--- src/rtl/swfq_pkg.sv ---
// Package for the sliding window fold queue: operator and operation codes,
// controller states, the result request bundle and the fold operator.
// No dependencies.
package swfq_pkg;

  // fold operator codes; the unused code acts as signed max
  localparam logic [1:0] MODE_MAX = 2'd0;
  localparam logic [1:0] MODE_MIN = 2'd1;
  localparam logic [1:0] MODE_SUM = 2'd2;

  // operation codes of an input beat
  localparam logic OP_PUSH = 1'b0;
  localparam logic OP_POP  = 1'b1;

  localparam int unsigned DATA_W  = 32;
  localparam int unsigned COUNT_W = 9;

  typedef enum logic [1:0] {
    ST_IDLE,
    ST_TOPRD,
    ST_XFER,
    ST_RESULT
  } state_t;

  // snapshot handed to the result stage
  typedef struct packed {
    logic               fire;
    logic               front_nz;
    logic               back_nz;
    logic [COUNT_W-1:0] held;
    logic               rejected;
  } res_req_t;

  // a is the older operand, b the newer one
  function automatic logic [DATA_W-1:0] fold_combine(input logic [1:0]        mode,
                                                     input logic [DATA_W-1:0] a,
                                                     input logic [DATA_W-1:0] b);
    logic [DATA_W-1:0] r;
    case (mode)
      MODE_MIN: r = ($signed(b) < $signed(a)) ? b : a;
      MODE_SUM: r = a + b;
      default:  r = ($signed(a) < $signed(b)) ? b : a;
    endcase
    return r;
  endfunction

endpackage

--- src/rtl/swfq_result.sv ---
// Result stage: combines the front top fold with the back fold and registers
// the result beat. Depends on swfq_pkg.
module swfq_result
  import swfq_pkg::*;
(
  input  logic                clk,
  input  logic                rst_n,
  input  res_req_t            req,
  input  logic [1:0]          mode,
  input  logic [DATA_W-1:0]   top_fold,
  input  logic [DATA_W-1:0]   back_fold,
  output logic                out_valid,
  output logic [DATA_W-1:0]   out_window_fold,
  output logic                out_window_empty,
  output logic [COUNT_W-1:0]  out_held_count,
  output logic                out_push_rejected
);

  logic              valid_r;
  logic [DATA_W-1:0] fold_r;
  logic              empty_r;
  logic [COUNT_W-1:0] held_r;
  logic              rej_r;
  logic [DATA_W-1:0] fold_nxt;

  // fold of the whole window, oldest first
  always_comb begin
    if (req.front_nz) begin
      fold_nxt = req.back_nz ? fold_combine(mode, top_fold, back_fold) : top_fold;
    end else begin
      fold_nxt = req.back_nz ? back_fold : '0;
    end
  end

  // strobe
  always_ff @(posedge clk) begin
    if (!rst_n) begin
      valid_r <= 1'b0;
    end else begin
      valid_r <= req.fire;
    end
  end

  // payload
  always_ff @(posedge clk) begin
    if (req.fire) begin
      fold_r  <= fold_nxt;
      empty_r <= !req.front_nz && !req.back_nz;
      held_r  <= req.held;
      rej_r   <= req.rejected;
    end
  end

  assign out_valid         = valid_r;
  assign out_window_fold   = fold_r;
  assign out_window_empty  = empty_r;
  assign out_held_count    = held_r;
  assign out_push_rejected = rej_r;

endmodule

--- config.mk ---
export PLATFORM = sky130hd
export DESIGN_NAME = swfq_result
export DESIGN_NICKNAME = d
export VERILOG_FILES = /design/src/rtl/swfq_pkg.sv /design/src/rtl/swfq_result.sv
export SDC_FILE = /design/constraint.sdc
export NUM_CORES = 1
export LEC_CHECK = 0
export ABC_CLOCK_PERIOD_IN_PS = 8880
export BUFFER_PORTS_ARGS = -buffer_cell sky130_fd_sc_hd__buf_2
export CAP_MARGIN = 40
export CORE_MARGIN = 2
export CORE_UTILIZATION = 32
export CTS_CLUSTER_SIZE = 10
export DETAILED_ROUTE_END_ITERATION = 8
export PLACE_DENSITY = 0.61
export SLEW_MARGIN = 25
export SYNTH_ARGS = -nofsm -noshare
export SYNTH_HDL_FRONTEND = slang
export SYNTH_SLANG_ARGS = --single-unit
--- constraint.sdc ---
create_clock -name clk -period 8.88 [get_ports clk]
set_clock_uncertainty 0.05 [all_clocks]
set_input_delay 1.332 -clock clk [delete_from_list [all_inputs] [get_ports clk]]
set_output_delay 1.332 -clock clk [all_outputs]
set_load 0.005 [all_outputs]
Word level (Yosys, flattened, before mapping)
Index checks and enable logic that the tools add are counted.
{ "word_totals": {"reg_bits": 44, "latch_bits": 0, "ramBits": 0, "romBits": 0, "inputBits": 81, "out_inout_bits": 44, "word_cells": 19, "n_memories": 0} }
{ "op_classes": {"n_addsub": 1, "mul": 0, "n_div": 0, "n_lt_le_gt_ge": 2, "n_eq_ne": 2, "shifts": 0, "mux": 6, "bitwise_logic": 0, "n_reduce_logical": 3} }
{ "op_table": {"columns": ["operator", "n"], "rows": [
  ["32-bit two-way mux", 5],
  ["32-bit < comparator", 2],
  ["32-bit one-hot mux with 2 select lines", 1],
  ["32-bit adder", 1],
  ["2-bit by 1-bit == test with 1-bit output (second input constant)", 1],
  ["2-bit == test (second input constant)", 1],
  ["1-bit logical NOT", 2],
  ["1-bit logical AND", 1]
]} }

Logic depth before layout (Yosys ltp)
Gate-level depths: netlist of the first run.
{ "depth": {"ltp_word": 5, "depth_mapped": 14, "mapped_depth_nobuf": 11} }

Least setup slack after synthesis of the first run
OpenSTA, ideal clock, no wires.
{ "synth_path": {"path_type": "input port to flip-flop", "startpoint": "input port back_fold[11]", "endpoint": "register fold_r[30], in the netlist out_window_fold[30], data pin", "setup_ns": 0.190, "arrival_time_ns": 3.895, "required_time_ns": 8.640, "path_slack_ns": 4.745, "cell_stages": 11, "n_path_buf": 0, "path_cell_list": "inv_1 -> ha_1 -> or4_4 -> nor2_1 -> nor2_1 -> a211o_1 -> a21boi_1 -> o21ai_1 -> o21ai_1 -> mux2_2 -> a2111oi_2"} }
{ "synth_between": {"elab_chain_len": 5, "elab_cells_between_ends": 8, "cone_classes": "add/sub: 1; order compare: 2; mux: 5"} }
{ "synth_rtl": {"columns": ["element", "line", "source"], "rows": [
  ["from (decl)", "swfq_result.sv:11", "input logic [DATA_W-1:0] back_fold,"],
  ["32-bit < comparator (on tied branches)", "swfq_pkg.sv:42, swfq_pkg.sv:40", null],
  ["32-bit two-way mux (on tied branches)", "swfq_pkg.sv:42, swfq_pkg.sv:40", null],
  ["32-bit one-hot mux with 2 select lines *", "swfq_pkg.sv:39", "case (mode)"],
  ["32-bit two-way mux *", "swfq_result.sv:29", "fold_nxt = req.back_nz ? fold_combine(mode, top_fold, back_fold) : top_fold;"],
  ["32-bit two-way mux *", "swfq_result.sv:28", "if (req.front_nz) begin"],
  ["net fold_nxt[30]", "swfq_result.sv:24", "logic [DATA_W-1:0] fold_nxt;"],
  ["to (signal assigned)", "swfq_result.sv:47", "fold_r <= fold_nxt;"],
  ["to (decl)", "swfq_result.sv:20", "logic [DATA_W-1:0] fold_r;"]
]} }
The timed path passes the listed nets; every way through them passes the cells marked *.
A chain may end at the register's enable or synchronous reset.

Worst setup path after layout of the first run
{ "layout_path": {"startpoint": "input port back_fold[29]", "endpoint": "register fold_r[8], in the netlist out_window_fold[8], data pin"} }
The elaborated chain is that of the path after synthesis.

==> results of run 1 <==
## power breakdown
part           internal (mW)  switching, mW
registers              0.254        0.00530
clock network          0.134         0.0942
logic                  0.140          0.229
total                  0.529          0.328
## area by class of cell
type                       count  share of cell area [%]
clock buffer                   5                    1.87
tap                          225                    4.21
timing repair buffer         132                    10.3
multi-input combinational    561                    59.8
inverter                      63                    3.53
clock inverter                 3                   0.692
sequential                    44                    19.6
## critical path, delay by kind of cell
| kind | cells | cell delay (ps) |
|---|---|---|
| AOI/OAI and AO/OA | 5 | 1470 |
| adders and majority gates | 1 | 350 |
| buffers and inverters | 3 | 630 |
| and+or+nand+nor | 2 | 830 |
## cells by family after synthesis
group,Yosys count
XOR/XNOR,18
multiplexers,8
flip-flops,44
AO/OA/AOI/OAI,288
AND/OR/NAND/NOR,181
adder cells (fa/ha/maj),66
buffers and inverters,99
## layout by cell type (no fill, tap or decap), drive strengths merged, types with 9 or more instances in the layout
cell type,n
a21o,20
a21oi,66
a221oi,16
a22oi,15
a31oi,10
buf,132
edfxtp,43
ha,65
inv,64
nand2,33
nand2b,9
nand3,16
nor2,53
nor2b,10
nor3,23
o21ai,74
o21bai,10
o221ai,10
xnor2,13
## routing by layer
metal | track usage [%] | part of all wire, % | vias up
met1 | 29.1 | 44 | 2847
li1 | - | - | 2873
met5 | 0 | 0 | -
met3 | 3.57 | 8.4 | 22
met2 | 34.9 | 46 | 263
met4 | 6.18 | 1.6 | 0
## worst paths after layout
path | end | slack (ps) | cells after the start
setup / recovery | out_window_fold[8] | 4250 | 11
hold / removal | out_held_count[8] | 1150 | 1
## sequential cells by signal (all words and copies together), names as in the netlist
| name | count |
|---|---|
| out_held_count | 9 |
| out_window_fold | 32 |
| out_valid | 1 |
| out_window_empty | 1 |
| out_push_rejected | 1 |
## per-stage QoR
step	area [sq um]	total power, mW	utilization, %	setup WS (ps)	hold slack (ps)
3_5_place_dp	6520	0.626	37.4	3970	1460
4_1_cts	6690	0.861	38.4	4300	1140
2_1_floorplan	5720	0.503	-	4740	1380
3_3_place_gp	6490	0.623	37.3	4010	1460
5_1_grt	6690	0.909	38.4	3950	1140
6_report	6690	0.857	38.4	4250	1150
==> results_dict.tcl, run 1 <==
set metrics [dict create \
    largest_net_degree_at_the_start_of_global_routing 45 \
    clock-sinks 44 \
    drt_iter0_drc 695 \
    cts_tree "built" \
    post-place-cells 1025 \
    floorplan.io_pins 125 \
    hold_path.class "input port to flop" \
    place.gp.congestion 0.925 \
    worstSetupEndpointType "flop" \
    hold_viol 0 \
    drive_gt1_share_pct 20.5 \
    vias 6005 \
    synth_adder_area_share_pct 14.6 \
    totalWireLength_um 20400 \
    globalRouteTotalUtil_pct 21.4 \
    yosysUniqueCellTypes 81 \
    die_width_um 138 \
    hold_path_startpoint "req[9]" \
    path_cells "buf_2 > inv_1 > ha_1 > and4_1 > a211oi_1 > o22ai_1 > nor3_4 > buf_4 > a31oi_1 > o221ai_1 > a21oi_1" \
    fmax_mhz 216 \
    synth_fp_nets 851 \
    outcome "complete, no violations" \
    drt_drc_violations_left 0 \
    max-cap-violations 0 \
    number_of_global_route_vias_before_repair 5752 \
    worst_slew_pin_slew_ps 828 \
    synth_simple_gate_area_share_pct 16.2 \
    ys_warn_count 0 \
    synth-compound-area-share_pct 34.9 \
    irDropWorstVdd_mv 0.0736 \
    drt-wirelength-per-cell_um 19.8 \
    finalNetCount 954 \
    dieArea_sq_um 19000 \
    worst_setup_path_startpoint "back_fold[29]" \
    timing.critical_path.fanout_max 18 \
    post_cts_resize_count 0 \
    min_period_over_period_pct 52.1 \
    h-tree-depth 2 \
    multi_input_comb_area_sq_um 4000 \
    floorplan.initialDensity_pct 32.9 \
    detail_route.vias_per_cell 5.81 \
    ant_nets 0 \
    synth-edff-count 43 \
    synth.top_cells.by_area "sky130_fd_sc_hd__edfxtp_1 23%, sky130_fd_sc_hd__ha_1 14%, sky130_fd_sc_hd__a21oi_1 5.7%" \
    post-synth-top-area-fraction_pct 22.6 \
    crit_path_start_kind "input port" \
    stdcell_count 1033 \
    synth_ff_type "sky130_fd_sc_hd__edfxtp_1" \
    crit_arrival_ps 4610 \
    cp_slowest_cell "sky130_fd_sc_hd__nor3_4" \
    min_period_ps 4630 \
    drt-pass1-iter-count 5 \
    netlist_area_sq_um 5720 \
    postSynthRegisterBits 44 \
    die-height_um 138 \
    grt.overflow.total 0 \
    synth_top_family_by_area "compound AO/OA/AOI/OAI gates" \
    static-leakage-power_nw 2.86 \
    setup-tns-final_ps 0 \
    floorplan.core_area_sq_um 17400 \
    max_stage_delay_ps 570 \
    wire_length_of_the_first_global_routing_pass_um 31300 \
    synthDominantAreaCellType "sky130_fd_sc_hd__edfxtp_1" \
    signed_area_change_from_the_synthesized_netlist_to_the_final_layout_pct 16.9 \
    post-dp-hpwl_um 15000 \
    area.sequential_sq_um 1310 \
    synthesis.instances 704 \
    power.density_nw_per_um2 128 \
    postSynthAreaPerCell_sq_um 8.13 \
    insertedDiodeCount 0 \
    synth_xor_area_share_pct 2.75 \
    synth.top_cells.by_count "65 x sky130_fd_sc_hd__a21oi_1, 65 x sky130_fd_sc_hd__ha_1, 63 x sky130_fd_sc_hd__inv_1" \
    relSlewSlack_pct 44.5 \
    critical_path_required_ps 8860 \
    synth.area.mux_share_pct 1.42 \
    rsz0062_at_grt "false" \
    row_count 48 \
    slew_violations 0 \
    grt_antenna_before_repair 0 \
    synth.yosys.seq_area_share_pct 22.9 \
    hold_buffers 0 \
    cts.path.max_buffers 2 \
    synthArstFlopShare_pct 0 \
    cts-buffers-inserted 5 \
    setup.worst_path.class "input port to flop" \
    clk_transition_reported_paths_ps 70 \
    postCtsSetupBuffers 0 \
    cts_root_buffer "sky130_fd_sc_hd__clkbuf_16" \
    port_buffers 124 \
    fillerInstances 1850 \
    report.final.setup_viol 0 \
]
Power figures use the tool's default switching activity.
==> inputs of run 2 (changes only) <==
--- a/config.mk
+++ b/config.mk
@@ -5,14 +5,15 @@
 export SDC_FILE = /design/constraint.sdc
 export NUM_CORES = 1
 export LEC_CHECK = 0
-export ABC_CLOCK_PERIOD_IN_PS = 8880
+export ABC_AREA = 1
+export ABC_CLOCK_PERIOD_IN_PS = 4100
 export BUFFER_PORTS_ARGS = -buffer_cell sky130_fd_sc_hd__buf_2
 export CAP_MARGIN = 40
 export CORE_MARGIN = 2
 export CORE_UTILIZATION = 32
 export CTS_CLUSTER_SIZE = 10
 export DETAILED_ROUTE_END_ITERATION = 8
-export PLACE_DENSITY = 0.61
+export PLACE_DENSITY = 0.62
 export SLEW_MARGIN = 25
 export SYNTH_ARGS = -nofsm -noshare
 export SYNTH_HDL_FRONTEND = slang
==> constraint.sdc (replaced) <==
create_clock -name clk -period 4.1 [get_ports clk]
set_clock_uncertainty 0.05 [all_clocks]
set_input_delay 0.615 -clock clk [delete_from_list [all_inputs] [get_ports clk]]
set_output_delay 0.615 -clock clk [all_outputs]
set_load 0.005 [all_outputs]
==> run 2 against run 1 <==
  * Cell area increased by 14%
  * Worst hold slack got worse by 710 ps
  * Count of clock-buffer cells in the layout unchanged
  * Via count rose by 22%
  * Core utilization shrank 0.72 points
  * Synthesized cell count up 60%
  * Largest cell class unchanged
==> results_dict.tcl, run 2 <==
set metrics [dict create \
    outcome "complete, no violations" \
    crit_path_start_kind "input port" \
    grt.met3_usage_pct 2.30 \
    largest_register_ffs 32 \
    wire_length_of_the_first_global_routing_pass_um 35500 \
    hold_buffers 0 \
    critical_path_required_ps 4120 \
    hold_viol 0 \
    postSynthAreaPerCell_sq_um 5.88 \
    synth.top_cells.by_count "402 x sky130_fd_sc_hd__nand2_1, 168 x sky130_fd_sc_hd__inv_1, 86 x sky130_fd_sc_hd__a21oi_1" \
    area.sequential_sq_um 1310 \
    drt-wirelength-per-cell_um 14.5 \
    setup-tns-final_ps 0 \
    final_common_cell "sky130_fd_sc_hd__nand2_1" \
    number_of_global_route_vias_before_repair 7091 \
    insertedDiodeCount 0 \
    drt_iter0_drc 438 \
    synth_ff_type "sky130_fd_sc_hd__edfxtp_1" \
    grt.overflow.total 0 \
    placed_area_sq_um 7480 \
    timing.critical_path.fanout_max 32 \
    vias 7315 \
    clk_transition_reported_paths_ps 70 \
    largest_net_degree_at_the_start_of_global_routing 63 \
    netlist_area_sq_um 6640 \
    fillerInstances 2313 \
    die-height_um 148 \
    floorplan.io_pins 125 \
    multi_input_comb_area_sq_um 4460 \
    power.density_nw_per_um2 256 \
    row_count 52 \
    worstSetupEndpointType "flop" \
    signed_area_change_from_the_synthesized_netlist_to_the_final_layout_pct 15.2 \
    worst_hold_path.num_cells 1 \
    port_buffers 124 \
    cts-buffers-inserted 5 \
    grt_antenna_before_repair 0 \
    post_cts_resize_count 0 \
    min_period_ps 3130 \
    globalRoute.busiestLayer "met2" \
    static-leakage-power_nw 4.19 \
    synth_adder_area_share_pct 12.5 \
    hold_path.class "input port to flop" \
    ys_warn_count 0 \
    totalWireLength_um 21700 \
    synth_fp_nets 1276 \
    min_period_over_period_pct 76.4 \
    synthArstFlopShare_pct 0 \
    yosysMostFrequentCell "sky130_fd_sc_hd__nand2_1" \
    irDropWorstVdd_mv 0.145 \
    postCtsSetupBuffers 0 \
    finalNetCount 1379 \
    fmax_mhz 319 \
    synth-compound-area-share_pct 14.8 \
    synth.yosys.seq_area_share_pct 19.7 \
    clock-sinks 44 \
    slew_violations 0 \
    cts_tree "built" \
    grt_use_met2_pct 34.0 \
    post-synth-top-area-fraction_pct 22.7 \
    synth.top_cells.by_area "sky130_fd_sc_hd__nand2_1 23%, sky130_fd_sc_hd__edfxtp_1 19%, sky130_fd_sc_hd__ha_1 12%" \
    drt-pass1-iter-count 5 \
    floorplan.initialDensity_pct 32.7 \
    postSynthRegisterBits 44 \
    crit_arrival_ps 3150 \
    synth-edff-count 43 \
    synthDominantAreaCellType "sky130_fd_sc_hd__nand2_1" \
    globalRouteTotalUtil_pct 19.8 \
    synth.area.mux_share_pct 0 \
    yosysUniqueCellTypes 33 \
    drt_drc_violations_left 0 \
    rsz0062_at_grt "false" \
    h-tree-depth 2 \
    worst_slew_pin_slew_ps 622 \
    setup.worst_path.class "input port to flop" \
    dieArea_sq_um 21900 \
    die_width_um 148 \
    relSlewSlack_pct 58.5 \
    max-cap-violations 0 \
    synthesis.instances 1129 \
    fin_worst_hold_slack_ps 437 \
    floorplan.core_area_sq_um 20300 \
    synth_top_family_by_area "simple AND/OR/NAND/NOR gates" \
    commonest_cells_after_routing_fill_and_taps_aside "402 x sky130_fd_sc_hd__nand2_1, 168 x sky130_fd_sc_hd__inv_1, 123 x sky130_fd_sc_hd__buf_2" \
    drive_gt1_share_pct 13.1 \
    report.final.setup_viol 0 \
    detail_route.vias_per_cell 4.87 \
    synth_xor_area_share_pct 0 \
    post-dp-hpwl_um 16400 \
    stdcell_area_sq_um 7650 \
    cts_root_buffer "sky130_fd_sc_hd__clkbuf_16" \
    cts.path.max_buffers 2 \
    ant_nets 0 \
    place.gp.congestion 0.935 \
    gr-usage-met1_pct 26.5 \
    synth_simple_gate_area_share_pct 39.7 \
]
-- run 2: cell count changes after synthesis, sizes merged, moves of 16 or more --
cell	previous run	this run
a21o	20	3
a21oi	66	87
a221oi	16	0
inv	63	168
nand2	33	406
nand3	16	73
nand4	7	41
nor2	53	84
-- run 2: path summary, 6_finish.rpt --
check,start,endpoint,slack [ps]
max,back_fold[23],out_window_fold[15],970
min,req[5],out_held_count[4],440
-- run 2: area by class of cell --
type / instances / area share, %
clock buffers: 5 / 1.64
multi-input cells: 873 / 58.3
well taps: 270 / 4.42
repair buffers: 139 / 9.62
flip-flops and latches: 44 / 17.1
inverters: 169 / 8.29
clock inverters: 3 / 0.605
-- run 2: critical path: stages --
cell,delay (ps)
sky130_fd_sc_hd__buf_2,110
sky130_fd_sc_hd__inv_1,70
sky130_fd_sc_hd__ha_1,360
sky130_fd_sc_hd__a21o_1,200
sky130_fd_sc_hd__nor2_1,120
sky130_fd_sc_hd__nand2_1,110
sky130_fd_sc_hd__a21oi_2,230
sky130_fd_sc_hd__nand3_4,330
sky130_fd_sc_hd__nand3_4,170
sky130_fd_sc_hd__buf_4,390
sky130_fd_sc_hd__nand2_1,100
sky130_fd_sc_hd__nand3_1,80
sky130_fd_sc_hd__nand2_1,60
sky130_fd_sc_hd__nand2_1,60
sky130_fd_sc_hd__nand2_1,50
sky130_fd_sc_hd__nand2_1,50
sky130_fd_sc_hd__nand2_1,50
-- run 2: power by group --
part	switching, mW	leakage [nW]	internal (mW)
clock	0.229	0.0804	0.291
combinational	0.585	3.69	0.296
sequential	0.00861	0.426	0.547
-- run 2: stage by stage --
step           std cells  utilization, %  power, mW  worst slack [ps]
5_1_grt             1503            37.7       2.11               638
3_5_place_dp        1495            36.8       1.44               644
3_3_place_gp        1495            36.8       1.43               695
4_1_cts             1503            37.7       1.97               973
6_report            1503            37.7       1.96               966
2_1_floorplan       1129               -       1.18              1480
-- run 2: logic make-up (layout without fill, tap and decap cells) --
logic type      Yosys count  after routing
buf+inv                 212            316
compound gates          183            183
flops                    44             44
fa+ha+maj                66             66
simple gates            624            624
-- run 2: per-layer routing --
| layer | part of all wire, % | up-vias |
|---|---|---|
| met3 | 4.6 | 20 |
| met1 | 48 | 3257 |
| met2 | 46 | 201 |
| met4 | 1.4 | 0 |
| li1 | - | 3837 |
| met5 | 0 | - |
